[config.mk]
export PLATFORM = sky130hd
export DESIGN_NAME = motor_duty_ramp_steering_flat
export DESIGN_NICKNAME = d
export VERILOG_FILES = /design/src/design/mdr_pkg.sv /design/src/design/mdr_ifs.sv /design/src/design/motor_duty_ramp_steering.sv /design/src/design/mdr_cfg.sv /design/src/design/mdr_steer.sv /design/src/flat_wrapper.sv
export SDC_FILE = /design/constraint.sdc
export NUM_CORES = 1
export LEC_CHECK = 0
export ABC_CLOCK_PERIOD_IN_PS = 18400
export BUFFER_PORTS_ARGS = -buffer_cell sky130_fd_sc_hd__clkbuf_2
export CAP_MARGIN = 10
export CORE_MARGIN = 4
export CORE_UTILIZATION = 40
export DETAILED_ROUTE_END_ITERATION = 8
export SETUP_SLACK_MARGIN = 0.02
export SYNTH_ARGS = -nofsm -noshare
export SYNTH_HDL_FRONTEND = slang
export SYNTH_SLANG_ARGS = --single-unit
[constraint.sdc]
create_clock -name clk -period 18.4 [get_ports clk]
set_input_delay 0.92 -clock clk [delete_from_list [all_inputs] [get_ports clk]]
set_output_delay 0.92 -clock clk [all_outputs]
set_load 0.1 [all_outputs]
[src/design/mdr_pkg.sv]
// Package for the motor duty ramp steering block.
// Holds codes, configuration and drive request types and the ramp step function.
// No dependencies; compiled first.
package mdr_pkg;

  localparam int NUM_CH    = 4;
  localparam int CFG_DATA_W = 10;

  // Channel slots in the duty arrays.
  localparam logic [1:0] CH_SORT_A = 2'd0;
  localparam logic [1:0] CH_SORT_B = 2'd1;
  localparam logic [1:0] CH_LEFT   = 2'd2;
  localparam logic [1:0] CH_RIGHT  = 2'd3;

  // Item opcodes.
  localparam logic OP_TICK = 1'b0;
  localparam logic OP_CTL  = 1'b1;

  // Zones.
  localparam logic [2:0] ZONE_STOP_ALL   = 3'd0;
  localparam logic [2:0] ZONE_STOP_DRIVE = 3'd1;
  localparam logic [2:0] ZONE_REDUCED    = 3'd2;
  localparam logic [2:0] ZONE_FULL       = 3'd3;
  localparam logic [2:0] ZONE_SORT       = 3'd4;

  // Direction pin patterns (bit 0 is dir_a, bit 1 is dir_b).
  localparam logic [1:0] DIR_RIGHT = 2'b00;
  localparam logic [1:0] DIR_FWD   = 2'b01;
  localparam logic [1:0] DIR_LEFT  = 2'b11;

  // Register indexes.
  localparam logic [2:0] REG_MAX_FULL     = 3'd0;
  localparam logic [2:0] REG_MAX_REDUCED  = 3'd1;
  localparam logic [2:0] REG_MIN_DUTY     = 3'd2;
  localparam logic [2:0] REG_ERROR_BAND   = 3'd3;
  localparam logic [2:0] REG_STEP_FULL    = 3'd4;
  localparam logic [2:0] REG_STEP_REDUCED = 3'd5;
  localparam logic [2:0] REG_RAMP_DIVIDER = 3'd6;
  localparam logic [2:0] REG_SAFETY_LIMIT = 3'd7;

  // Register reset values.
  localparam logic [7:0] RST_MAX_FULL     = 8'd255;
  localparam logic [7:0] RST_MAX_REDUCED  = 8'd178;
  localparam logic [7:0] RST_MIN_DUTY     = 8'd45;
  localparam logic [6:0] RST_ERROR_BAND   = 7'd15;
  localparam logic [7:0] RST_STEP_FULL    = 8'd14;
  localparam logic [7:0] RST_STEP_REDUCED = 8'd8;
  localparam logic [7:0] RST_RAMP_DIVIDER = 8'd100;
  localparam logic [9:0] RST_SAFETY_LIMIT = 10'd400;

  localparam logic [7:0] SORT_FULL_DUTY = 8'd255;
  localparam logic [9:0] SAFETY_MAX     = 10'd1023;

  typedef struct packed {
    logic [7:0] max_full;
    logic [7:0] max_reduced;
    logic [7:0] min_duty;
    logic [6:0] error_band;
    logic [7:0] step_full;
    logic [7:0] step_reduced;
    logic [7:0] ramp_divider;
    logic [9:0] safety_limit;
  } mdr_cfg_t;

  typedef struct packed {
    logic [1:0] dirs;
    logic [7:0] left;
    logic [7:0] right;
  } mdr_drive_req_t;

  // One ramp step: rise first, then test lowering against the new duty.
  function automatic logic [7:0] ramp_step(input logic [7:0] duty, input logic [7:0] target,
                                           input logic [7:0] min_duty);
    logic [7:0] d;
    d = duty;
    if (target > d) begin
      if (d < min_duty) d = min_duty;
      else d = d + 8'd1;
    end
    if (target < d) begin
      if (d > min_duty) d = d - 8'd1;
      else d = 8'd0;
    end
    return d;
  endfunction

endpackage

[src/design/mdr_ifs.sv]
// Valid/ready channel interfaces for the motor duty ramp steering block.
// Depends on nothing; compiled after mdr_pkg.
interface mdr_in_if;
  logic              valid;
  logic              ready;
  logic              op;
  logic [2:0]        zone;
  logic signed [7:0] steer_error;

  modport source (output valid, op, zone, steer_error, input ready);
  modport sink   (input valid, op, zone, steer_error, output ready);
endinterface

interface mdr_out_if;
  logic       valid;
  logic       ready;
  logic [7:0] duty_sort_a;
  logic [7:0] duty_sort_b;
  logic [7:0] duty_left;
  logic [7:0] duty_right;
  logic       dir_a;
  logic       dir_b;
  logic       sort_enable;
  logic       heartbeat;
  logic       busy_res;

  modport source (output valid, duty_sort_a, duty_sort_b, duty_left, duty_right, dir_a, dir_b,
                  sort_enable, heartbeat, busy_res, input ready);
  modport sink   (input valid, duty_sort_a, duty_sort_b, duty_left, duty_right, dir_a, dir_b,
                  sort_enable, heartbeat, busy_res, output ready);
endinterface

[src/design/motor_duty_ramp_steering.sv]
// Top level of the motor duty ramp steering block.
// Depends on mdr_pkg, mdr_ifs (mdr_in_if, mdr_out_if), mdr_cfg and mdr_steer.
//
// Usage:
//   req  - input words: op (tick or control), zone and a signed steering error.
//   rsp  - one result word per input word: the four duties, direction pins,
//          sort enable, heartbeat and busy, all as they stand after that word.
//   cfg_we / cfg_index / cfg_data - register writes, taken on any edge with
//          cfg_we high; write only while the block is idle.
// Pipeline: an input register holds the accepted word; once the result register is
//   free, the word is applied to the motor state and loaded into the result register,
//   which drives rsp; one word per cycle sustained while rsp.ready stays high.
//   The ramp, commit check and steering math all sit between the input
//   register and the state/result registers, with one 8x8 multiply on that path.
// Stall: if rsp.ready is low the result register holds its word, the input
//   register holds one more, and req.ready drops once both are full; nothing
//   is dropped or repeated.
// Reset: rst (synchronous) clears all duties, targets, counters, pins, busy
//   and both pipeline valids, and restores the register defaults.
// Busy: a direction change with both drives running zeroes the drive targets and stays
//   pending (busy_res) until a tick leaves a drive duty at zero; control words are ignored meanwhile.
module motor_duty_ramp_steering
  import mdr_pkg::*;
(
  input  logic                  clk,
  input  logic                  rst,
  input  logic                  cfg_we,
  input  logic [2:0]            cfg_index,
  input  logic [CFG_DATA_W-1:0] cfg_data,
  mdr_in_if.sink                req,
  mdr_out_if.source             rsp
);

  mdr_cfg_t       cfg;
  mdr_drive_req_t drive;

  // Input register.
  logic              item_valid;
  logic              item_op;
  logic [2:0]        item_zone;
  logic signed [7:0] item_err;

  // Motor state.
  logic [7:0] duty_now [NUM_CH];
  logic [7:0] duty_target [NUM_CH];
  logic [7:0] tick_count;
  logic [9:0] safety_count;
  logic [2:0] current_zone;
  logic [1:0] dir_pins;
  logic       sort_pin;
  logic       beat_level;
  logic       pending_change;
  logic [1:0] pending_dirs;
  logic [7:0] pending_left;
  logic [7:0] pending_right;

  logic [7:0] duty_now_next [NUM_CH];
  logic [7:0] duty_target_next [NUM_CH];
  logic [7:0] tick_count_next;
  logic [9:0] safety_count_next;
  logic [2:0] current_zone_next;
  logic [1:0] dir_pins_next;
  logic       sort_pin_next;
  logic       beat_level_next;
  logic       pending_change_next;
  logic [1:0] pending_dirs_next;
  logic [7:0] pending_left_next;
  logic [7:0] pending_right_next;

  // Result register.
  logic res_valid;

  logic advance;
  logic proc;

  mdr_cfg u_cfg (
    .clk       (clk),
    .rst       (rst),
    .cfg_we    (cfg_we),
    .cfg_index (cfg_index),
    .cfg_data  (cfg_data),
    .cfg       (cfg)
  );

  mdr_steer u_steer (
    .cfg         (cfg),
    .full        (item_zone == ZONE_FULL),
    .steer_error (item_err),
    .drive       (drive)
  );

  // Result register frees when empty or taken; input register frees when it moves on.
  assign advance   = !res_valid || rsp.ready;
  assign proc      = item_valid && advance;
  assign req.ready = !item_valid || advance;

  always_ff @(posedge clk) begin
    if (rst) begin
      item_valid <= 1'b0;
    end else if (req.valid && req.ready) begin
      item_valid <= 1'b1;
    end else if (proc) begin
      item_valid <= 1'b0;
    end
  end

  always_ff @(posedge clk) begin
    if (req.valid && req.ready) begin
      item_op   <= req.op;
      item_zone <= req.zone;
      item_err  <= req.steer_error;
    end
  end

  // Next motor state for the word in the input register.
  always_comb begin
    duty_now_next       = duty_now;
    duty_target_next    = duty_target;
    tick_count_next     = tick_count;
    safety_count_next   = safety_count;
    current_zone_next   = current_zone;
    dir_pins_next       = dir_pins;
    sort_pin_next       = sort_pin;
    beat_level_next     = beat_level;
    pending_change_next = pending_change;
    pending_dirs_next   = pending_dirs;
    pending_left_next   = pending_left;
    pending_right_next  = pending_right;

    if (item_op == OP_TICK) begin
      if ((current_zone != ZONE_STOP_DRIVE) && (safety_count < SAFETY_MAX)) begin
        safety_count_next = safety_count + 10'd1;
      end
      // Toggle, unless the safety count has run past its limit.
      beat_level_next = beat_level ^ !(safety_count_next > cfg.safety_limit);
      if (tick_count >= cfg.ramp_divider) begin
        for (int i = 0; i < NUM_CH; i++) begin
          duty_now_next[i] = ramp_step(duty_now[i], duty_target[i], cfg.min_duty);
        end
        tick_count_next = 8'd0;
      end else begin
        tick_count_next = tick_count + 8'd1;
      end
      // Commit a waiting direction change once a drive duty sits at zero.
      if (pending_change &&
          ((duty_now_next[CH_LEFT] == 8'd0) || (duty_now_next[CH_RIGHT] == 8'd0))) begin
        dir_pins_next             = pending_dirs;
        duty_target_next[CH_LEFT]  = pending_left;
        duty_target_next[CH_RIGHT] = pending_right;
        pending_change_next       = 1'b0;
      end
    end else if (!pending_change) begin
      current_zone_next = item_zone;
      case (item_zone)
        ZONE_STOP_ALL: begin
          duty_target_next[CH_SORT_A] = 8'd0;
          duty_target_next[CH_SORT_B] = 8'd0;
          duty_target_next[CH_LEFT]   = 8'd0;
          duty_target_next[CH_RIGHT]  = 8'd0;
          sort_pin_next               = 1'b0;
        end
        ZONE_STOP_DRIVE: begin
          duty_target_next[CH_LEFT]  = 8'd0;
          duty_target_next[CH_RIGHT] = 8'd0;
        end
        ZONE_REDUCED, ZONE_FULL: begin
          if (drive.dirs != dir_pins) begin
            pending_dirs_next  = drive.dirs;
            pending_left_next  = drive.left;
            pending_right_next = drive.right;
            if ((duty_now[CH_LEFT] == 8'd0) || (duty_now[CH_RIGHT] == 8'd0)) begin
              // A drive motor already stands still: switch at once.
              dir_pins_next              = drive.dirs;
              duty_target_next[CH_LEFT]  = drive.left;
              duty_target_next[CH_RIGHT] = drive.right;
            end else begin
              duty_target_next[CH_LEFT]  = 8'd0;
              duty_target_next[CH_RIGHT] = 8'd0;
              pending_change_next        = 1'b1;
            end
          end else begin
            duty_target_next[CH_LEFT]  = drive.left;
            duty_target_next[CH_RIGHT] = drive.right;
          end
        end
        ZONE_SORT: begin
          sort_pin_next               = 1'b1;
          duty_target_next[CH_SORT_A] = SORT_FULL_DUTY;
          duty_target_next[CH_SORT_B] = SORT_FULL_DUTY;
        end
        default: ;
      endcase
    end
  end

  always_ff @(posedge clk) begin
    if (rst) begin
      for (int i = 0; i < NUM_CH; i++) begin
        duty_now[i]    <= 8'd0;
        duty_target[i] <= 8'd0;
      end
      tick_count     <= 8'd0;
      safety_count   <= 10'd0;
      current_zone   <= ZONE_STOP_ALL;
      dir_pins       <= DIR_RIGHT;
      sort_pin       <= 1'b0;
      beat_level     <= 1'b0;
      pending_change <= 1'b0;
      pending_dirs   <= DIR_RIGHT;
      pending_left   <= 8'd0;
      pending_right  <= 8'd0;
    end else if (proc) begin
      duty_now       <= duty_now_next;
      duty_target    <= duty_target_next;
      tick_count     <= tick_count_next;
      safety_count   <= safety_count_next;
      current_zone   <= current_zone_next;
      dir_pins       <= dir_pins_next;
      sort_pin       <= sort_pin_next;
      beat_level     <= beat_level_next;
      pending_change <= pending_change_next;
      pending_dirs   <= pending_dirs_next;
      pending_left   <= pending_left_next;
      pending_right  <= pending_right_next;
    end
  end

  // Result register: load the post-word state, drop the valid once taken.
  always_ff @(posedge clk) begin
    if (rst) begin
      res_valid <= 1'b0;
    end else if (proc) begin
      res_valid <= 1'b1;
    end else if (rsp.ready) begin
      res_valid <= 1'b0;
    end
  end

  always_ff @(posedge clk) begin
    if (proc) begin
      rsp.duty_sort_a <= duty_now_next[CH_SORT_A];
      rsp.duty_sort_b <= duty_now_next[CH_SORT_B];
      rsp.duty_left   <= duty_now_next[CH_LEFT];
      rsp.duty_right  <= duty_now_next[CH_RIGHT];
      rsp.dir_a       <= dir_pins_next[0];
      rsp.dir_b       <= dir_pins_next[1];
      rsp.sort_enable <= sort_pin_next;
      rsp.heartbeat   <= beat_level_next;
      rsp.busy_res    <= pending_change_next;
    end
  end

  assign rsp.valid = res_valid;

  // While a direction change waits, both drive targets stay at zero.
  a_pending_zero_targets: assert property (@(posedge clk) disable iff (rst)
    pending_change |-> (duty_target[CH_LEFT] == 8'd0) && (duty_target[CH_RIGHT] == 8'd0))
    else $error("drive target nonzero while direction change pending");

  // A control word seen while busy leaves the zone untouched.
  a_busy_ignores_ctl: assert property (@(posedge clk) disable iff (rst)
    proc && (item_op == OP_CTL) && pending_change |=> $stable(current_zone))
    else $error("zone changed while busy");

  // Busy clears only with a drive duty at zero.
  a_commit_at_zero: assert property (@(posedge clk) disable iff (rst)
    $fell(pending_change) |-> (duty_now[CH_LEFT] == 8'd0) || (duty_now[CH_RIGHT] == 8'd0))
    else $error("direction committed with both drive duties running");

  // Every processed word leaves a result behind.
  a_result_loaded: assert property (@(posedge clk) disable iff (rst)
    proc |=> res_valid)
    else $error("processed word produced no result");

endmodule

[src/design/mdr_cfg.sv]
// Configuration register file for the motor duty ramp steering block.
// Depends on mdr_pkg.
module mdr_cfg
  import mdr_pkg::*;
(
  input  logic                  clk,
  input  logic                  rst,
  input  logic                  cfg_we,
  input  logic [2:0]            cfg_index,
  input  logic [CFG_DATA_W-1:0] cfg_data,
  output mdr_cfg_t              cfg
);

  always_ff @(posedge clk) begin
    if (rst) begin
      cfg.max_full     <= RST_MAX_FULL;
      cfg.max_reduced  <= RST_MAX_REDUCED;
      cfg.min_duty     <= RST_MIN_DUTY;
      cfg.error_band   <= RST_ERROR_BAND;
      cfg.step_full    <= RST_STEP_FULL;
      cfg.step_reduced <= RST_STEP_REDUCED;
      cfg.ramp_divider <= RST_RAMP_DIVIDER;
      cfg.safety_limit <= RST_SAFETY_LIMIT;
    end else if (cfg_we) begin
      case (cfg_index)
        REG_MAX_FULL:     cfg.max_full     <= cfg_data[7:0];
        REG_MAX_REDUCED:  cfg.max_reduced  <= cfg_data[7:0];
        REG_MIN_DUTY:     cfg.min_duty     <= cfg_data[7:0];
        REG_ERROR_BAND:   cfg.error_band   <= cfg_data[6:0];
        REG_STEP_FULL:    cfg.step_full    <= cfg_data[7:0];
        REG_STEP_REDUCED: cfg.step_reduced <= cfg_data[7:0];
        REG_RAMP_DIVIDER: cfg.ramp_divider <= cfg_data[7:0];
        REG_SAFETY_LIMIT: cfg.safety_limit <= cfg_data[9:0];
        default: ;
      endcase
    end
  end

endmodule

[src/design/mdr_steer.sv]
// Differential steering: turns a zone maximum and a signed error into a drive request.
// Depends on mdr_pkg.
module mdr_steer
  import mdr_pkg::*;
(
  input  mdr_cfg_t          cfg,
  input  logic              full,
  input  logic signed [7:0] steer_error,
  output mdr_drive_req_t    drive
);

  logic [7:0]        maxd;
  logic [7:0]        step;
  logic [7:0]        mag;
  logic [15:0]       prod;
  logic [7:0]        reduced;
  logic signed [8:0] err_w;
  logic signed [8:0] band_w;

  always_comb begin
    maxd   = full ? cfg.max_full : cfg.max_reduced;
    step   = full ? cfg.step_full : cfg.step_reduced;
    err_w  = {steer_error[7], steer_error};
    band_w = {2'b00, cfg.error_band};
    mag    = steer_error[7] ? (~$unsigned(steer_error) + 8'd1) : $unsigned(steer_error);
    prod   = 16'(step) * 16'(mag);
    // Saturate the reduced side at zero.
    reduced = (prod > {8'd0, maxd}) ? 8'd0 : (maxd - prod[7:0]);

    if ((err_w <= band_w) && (err_w >= -band_w)) begin
      drive.dirs  = DIR_FWD;
      drive.left  = steer_error[7] ? maxd : reduced;
      drive.right = steer_error[7] ? reduced : maxd;
    end else if (err_w > band_w) begin
      drive.dirs  = DIR_LEFT;
      drive.left  = cfg.max_full;
      drive.right = cfg.max_full;
    end else begin
      drive.dirs  = DIR_RIGHT;
      drive.left  = cfg.max_full;
      drive.right = cfg.max_full;
    end
  end

endmodule

[src/flat_wrapper.sv]
// flat-port wrapper written by rule: the top's interface ports become plain ports
module motor_duty_ramp_steering_flat import mdr_pkg::*;
  (clk, rst, cfg_we, cfg_index, cfg_data, req_valid, req_op, req_zone, req_steer_error, req_ready, rsp_valid, rsp_duty_sort_a, rsp_duty_sort_b, rsp_duty_left, rsp_duty_right, rsp_dir_a, rsp_dir_b, rsp_sort_enable, rsp_heartbeat, rsp_busy_res, rsp_ready);
  mdr_in_if req_i ();
  mdr_out_if rsp_i ();
  input  logic clk;
  input  logic rst;
  input  logic cfg_we;
  input  logic [2:0] cfg_index;
  input  logic [CFG_DATA_W-1:0] cfg_data;
  input wire logic [$bits(req_i.valid)-1:0] req_valid;
  input wire logic [$bits(req_i.op)-1:0] req_op;
  input wire logic [$bits(req_i.zone)-1:0] req_zone;
  input wire logic [$bits(req_i.steer_error)-1:0] req_steer_error;
  output wire logic [$bits(req_i.ready)-1:0] req_ready;
  output wire logic [$bits(rsp_i.valid)-1:0] rsp_valid;
  output wire logic [$bits(rsp_i.duty_sort_a)-1:0] rsp_duty_sort_a;
  output wire logic [$bits(rsp_i.duty_sort_b)-1:0] rsp_duty_sort_b;
  output wire logic [$bits(rsp_i.duty_left)-1:0] rsp_duty_left;
  output wire logic [$bits(rsp_i.duty_right)-1:0] rsp_duty_right;
  output wire logic [$bits(rsp_i.dir_a)-1:0] rsp_dir_a;
  output wire logic [$bits(rsp_i.dir_b)-1:0] rsp_dir_b;
  output wire logic [$bits(rsp_i.sort_enable)-1:0] rsp_sort_enable;
  output wire logic [$bits(rsp_i.heartbeat)-1:0] rsp_heartbeat;
  output wire logic [$bits(rsp_i.busy_res)-1:0] rsp_busy_res;
  input wire logic [$bits(rsp_i.ready)-1:0] rsp_ready;
  assign req_i.valid = req_valid;
  assign req_i.op = req_op;
  assign req_i.zone = req_zone;
  assign req_i.steer_error = req_steer_error;
  assign req_ready = req_i.ready;
  assign rsp_valid = rsp_i.valid;
  assign rsp_duty_sort_a = rsp_i.duty_sort_a;
  assign rsp_duty_sort_b = rsp_i.duty_sort_b;
  assign rsp_duty_left = rsp_i.duty_left;
  assign rsp_duty_right = rsp_i.duty_right;
  assign rsp_dir_a = rsp_i.dir_a;
  assign rsp_dir_b = rsp_i.dir_b;
  assign rsp_sort_enable = rsp_i.sort_enable;
  assign rsp_heartbeat = rsp_i.heartbeat;
  assign rsp_busy_res = rsp_i.busy_res;
  assign rsp_i.ready = rsp_ready;
  motor_duty_ramp_steering u_core (.clk(clk), .rst(rst), .cfg_we(cfg_we), .cfg_index(cfg_index), .cfg_data(cfg_data), .req(req_i), .rsp(rsp_i));
endmodule
==> run_results.csv <==
group,metric,value,unit
outcome,outcome,"completed",
route,top_layer_used,"met4",
floorplanning,rows,76,
place,io_buffers,68,
setup_path,cpMaxStageDelayCell,"edfxtp_1",
sta,worst_slew_pin_slew,1.04,ns
setup_path,crit_cells,24,
pwr,ir_drop,0.0823,mV
final_layout,insertedDiodeCount,0,
clocking,root_buffer,"clkbuf_16",
hold_path,hold_class,"reg2reg",
pwr,power_density,75.4,nW/um2
setup_path,regToRegStartpoint,"u_core.item_err[7]$_DFFE_PP_",
sta,final.setup.worst_slack,10.59,ns
setup_path,worst-path-buf-inv,5,
setup_path,crit_fanout,27,
route,drc_errors,0,
route,wl_met2,23100,um
final_layout,fin_area,19500,um2
final_layout,fin_nets,2408,
yosys,ys.flop_type,"dfxtp_1",
yosys,synth_edf_count,49,
setup_path,critPathTopFamily,"adder cells",
clocking,cts_resized,0,
sta,period_minus_slack,7.81,ns
floorplanning,start_util,40.8,%
setup_path,worstRegToRegCells,24,
clocking,path_clk_slew,0.06,ns
place,place_inst,2679,
setup_path,arrival,8.31,ns
hold_path,holdPathStages,2,
route,ant_nets,0,
yosys,ys_ff_latch,209,
clocking,h-tree-depth,1,
final_layout,area_delta_synth_final,10.2,%
grt,antenna_found_initial,0,
floorplanning,die_w,218,um
sta,hold_violations,0,
setup_path,r2r_end,"u_core.duty_target[14]$_SDFFE_PP0P_",
route,drt-total-wl,50900,um
sta,relSlewSlack,30.9,%
setup_path,crit_required,18.91,ns
yosys,synth.distinct_cells,95,
yosys,netlist_area,17700,um2
route,wl_met1,23900,um
sta,report.final.slew_viol_count,0,
yosys,syn_inst,2087,
grt,grt_usage,20.9,%
setup_path,worstSetupStartpointType,"flip-flop",
sta,fin_tns_setup,0,ns
setup_path,worstPathCellList,"clkinv_1, nor4_1, nand2b_1, fa_1, fa_1, inv_1, fa_1, inv_1, fa_1, inv_1, ha_1, xnor2_1, ha_1, nand4_1, o21bai_1, nand3b_1, a221oi_1, nand3_1, a2111oi_2, buf_4, nand2_1, a21oi_1, a22o_1, o211a_1",
grt,grt_pass1_wl,81700,um
yosys,syn_nets,2372,
sta,finClkSkew,0.0138,ns
place,hpwl,37700,um
sta,timing.final.crit_share,42.4,%
setup_path,crit_top_cell,"fa_1",
setup_path,critical_path_class,"reg2reg",
clocking,cts-hold-fix-buffers,0,
route,dr.pass1.iters,6,
job,cap_violations,0,
grt,grt_max_degree,77,
floorplanning,die_area,47600,um2
setup_path,worst_path_largest_cell_delay,1.02,ns
route,drt-initial-drc-count,1191,
clocking,cts_sinks,209,
yosys,ys_warn_count,0,
final_layout,drive_gt1_share,9.10,%
clocking,numCtsBuffers,27,
yosys,synthArstFlopShare,0,%
grt,grt_overflow,0,
sta,clock.fmax,128,MHz
hold_path,hold_path_end,"u_core.u_cfg.cfg[22]$_SDFFE_PP0P_",
pwr,p_leak,8.51,nW
place,dp_slack,10.69,ns
sta,rsz0062_at_grt,"false",
route,vias_per_cell,5.72,
setup_path,endpoint_kind,"flip-flop",
clocking,cts_tree,"built",
floorplanning,core_region_area,43400,um2
yosys,seq_area_frac_synth,26.4,%
final_layout,fillers,4257,
grt,grt_pass1_vias,15015,
clocking,clkLatencyLatePin,0.56,ns
floorplanning,die-height,218,um
route,met3_length,2680,um
route,vias,15597,
clocking,clockBufferDepth,3,
yosys,synth.avg_cell_area,8.47,um2
setup_path,r2r_setup_slack,10.59,ns
final_layout,fin_cells,2729,
place,gp_congestion,0.917,
floorplanning,io_pins,69,
clocking,cts_setup_buffers,0,
place,placed_area,18600,um2
hold_path,hp-start,"u_core.u_cfg.cfg[22]$_SDFFE_PP0P_",
route,routedWlPerCell,18.7,um
sta,setup_viol,0,
## cells in the final DEF, fill, tap and decap left out, types with 33 or more instances in the layout
cell type  synthesis  final
nand2_1          177    177
a211oi_1          42     42
a21oi_1          107    107
edfxtp_1          49     49
mux2i_1           82     82
ha_1             218    218
dfxtp_1          160    160
o21a_1            35     35
nand3_1           53     53
fa_1              37     37
clkbuf_2           0     67
nor2_1           210    209
o21ai_0           77     77
o211ai_1          33     33
a21o_1            33     33
nand4_1           37     37
inv_1            188    188
nor3_1            40     40
## report_power, final
group | leakage [nW] | switching [W] | total, W | internal [W]
clock | 0.447 | 0.000217 | 0.000539 | 0.000322
combinational | 6.30 | 0.000287 | 0.000439 | 0.000152
sequential | 1.77 | 0.0000102 | 0.000491 | 0.000481
total | 8.51 | 0.000514 | 0.00147 | 0.000954
## kinds of logic after synthesis
logic type | Yosys count | share of synthesized area, %
buffers and inverters | 273 | 5.99
XOR/XNOR | 55 | 2.73
AND/OR/NAND/NOR | 684 | 18.7
AO/OA/AOI/OAI | 520 | 21.3
adder cells (fa/ha/maj) | 255 | 19.6
multiplexers | 91 | 5.24
flip-flops | 209 | 26.4
## worst reg2reg max path: stages, from the launching register on
cell	delay [ns]
edfxtp_1	1.02
clkinv_1	0.83
nor4_1	0.74
nand2b_1	0.17
fa_1	0.54
fa_1	0.55
inv_1	0.06
fa_1	0.53
inv_1	0.05
fa_1	0.53
inv_1	0.04
ha_1	0.33
xnor2_1	0.14
ha_1	0.35
nand4_1	0.13
o21bai_1	0.12
nand3b_1	0.09
a221oi_1	0.24
nand3_1	0.13
a2111oi_2	0.23
buf_4	0.28
nand2_1	0.08
a21oi_1	0.28
a22o_1	0.18
o211a_1	0.13
## layout make-up
class | count | area, um2 | area share (%)
inverters | 194 | 728 | 3.74
flip-flops and latches | 209 | 4670 | 24.0
well taps | 585 | 732 | 3.76
repair buffers | 86 | 478 | 2.45
clock buffers | 38 | 767 | 3.94
multi-input cells | 1605 | 12000 | 61.4
clock inverters | 12 | 143 | 0.732
## cell usage after synthesis, drive strengths merged, types with 24 or more instances
| library cell | instances | area, um2 |
|---|---|---|
| xnor2 | 30 | 263 |
| clkbuf | 66 | 248 |
| o21a | 36 | 278 |
| edfxtp | 49 | 1470 |
| ha | 218 | 2730 |
| nand2b | 32 | 208 |
| o21ai | 80 | 400 |
| mux2i | 82 | 821 |
| nand4 | 37 | 231 |
| a211oi | 44 | 340 |
| o22ai | 24 | 150 |
| or2 | 24 | 150 |
| o211ai | 33 | 248 |
| inv | 192 | 721 |
| a21o | 34 | 257 |
| dfxtp | 160 | 3200 |
| nor2 | 211 | 795 |
| fa | 37 | 741 |
| a21oi | 107 | 536 |
| xor2 | 25 | 219 |
| nand3 | 53 | 265 |
| nand2 | 177 | 664 |
| nor3 | 42 | 226 |
## how the worst max path moves through the flow
stage / slack, ns / endpoint / start
after floorplan: 11.24 / u_core.duty_target[4]$_SDFFE_PP0P_ / u_core.item_zone[1]$_DFFE_PP_
after global placement: 10.87 / u_core.duty_target[3]$_SDFFE_PP0P_ / u_core.item_err[7]$_DFFE_PP_
after detailed placement: 10.69 / u_core.duty_target[11]$_SDFFE_PP0P_ / u_core.item_err[7]$_DFFE_PP_
after CTS: 10.67 / u_core.duty_target[11]$_SDFFE_PP0P_ / u_core.item_err[7]$_DFFE_PP_
after global routing: 9.95 / u_core.duty_target[4]$_SDFFE_PP0P_ / u_core.item_err[7]$_DFFE_PP_
final: 10.59 / u_core.duty_target[14]$_SDFFE_PP0P_ / u_core.item_err[7]$_DFFE_PP_
## routing by layer
metal	vias up	track usage, %
li1	7617	-
met1	7465	29.7
met2	448	34.1
met3	67	2.43
met4	0	5.10
met5	-	0
## stage by stage
| stage | hold WS, ns | power, W | util, % |
|---|---|---|---|
| 5_1_grt | 0.471 | 0.00155 | 44.9 |
| 3_3_place_gp | 0.442 | 0.000926 | 42.8 |
| 3_5_place_dp | 0.448 | 0.000932 | 42.8 |
| 4_1_cts | 0.456 | 0.00148 | 44.9 |
| 6_report | 0.455 | 0.00147 | 44.9 |
| 2_1_floorplan | 0.436 | 0.000829 | - |
## state kept, by name, summed over array words and instances, names as in the netlist, 2 cells and up
| signal | flops |
|---|---|
| u_core.duty_target | 17 |
| u_core.pending_dirs | 2 |
| u_core.rsp.duty_sort_a | 8 |
| u_core.safety_count | 10 |
| u_core.pending_right | 8 |
| u_core.u_cfg.cfg | 65 |
| u_core.duty_now | 32 |
| u_core.dir_pins | 2 |
| u_core.current_zone | 3 |
| u_core.rsp.duty_sort_b | 8 |
| u_core.item_zone | 3 |
| u_core.item_err | 8 |
| u_core.tick_count | 8 |
| u_core.pending_left | 8 |
| u_core.rsp.duty_right | 8 |
| u_core.rsp.duty_left | 8 |
(Power assumes the default switching activity.)
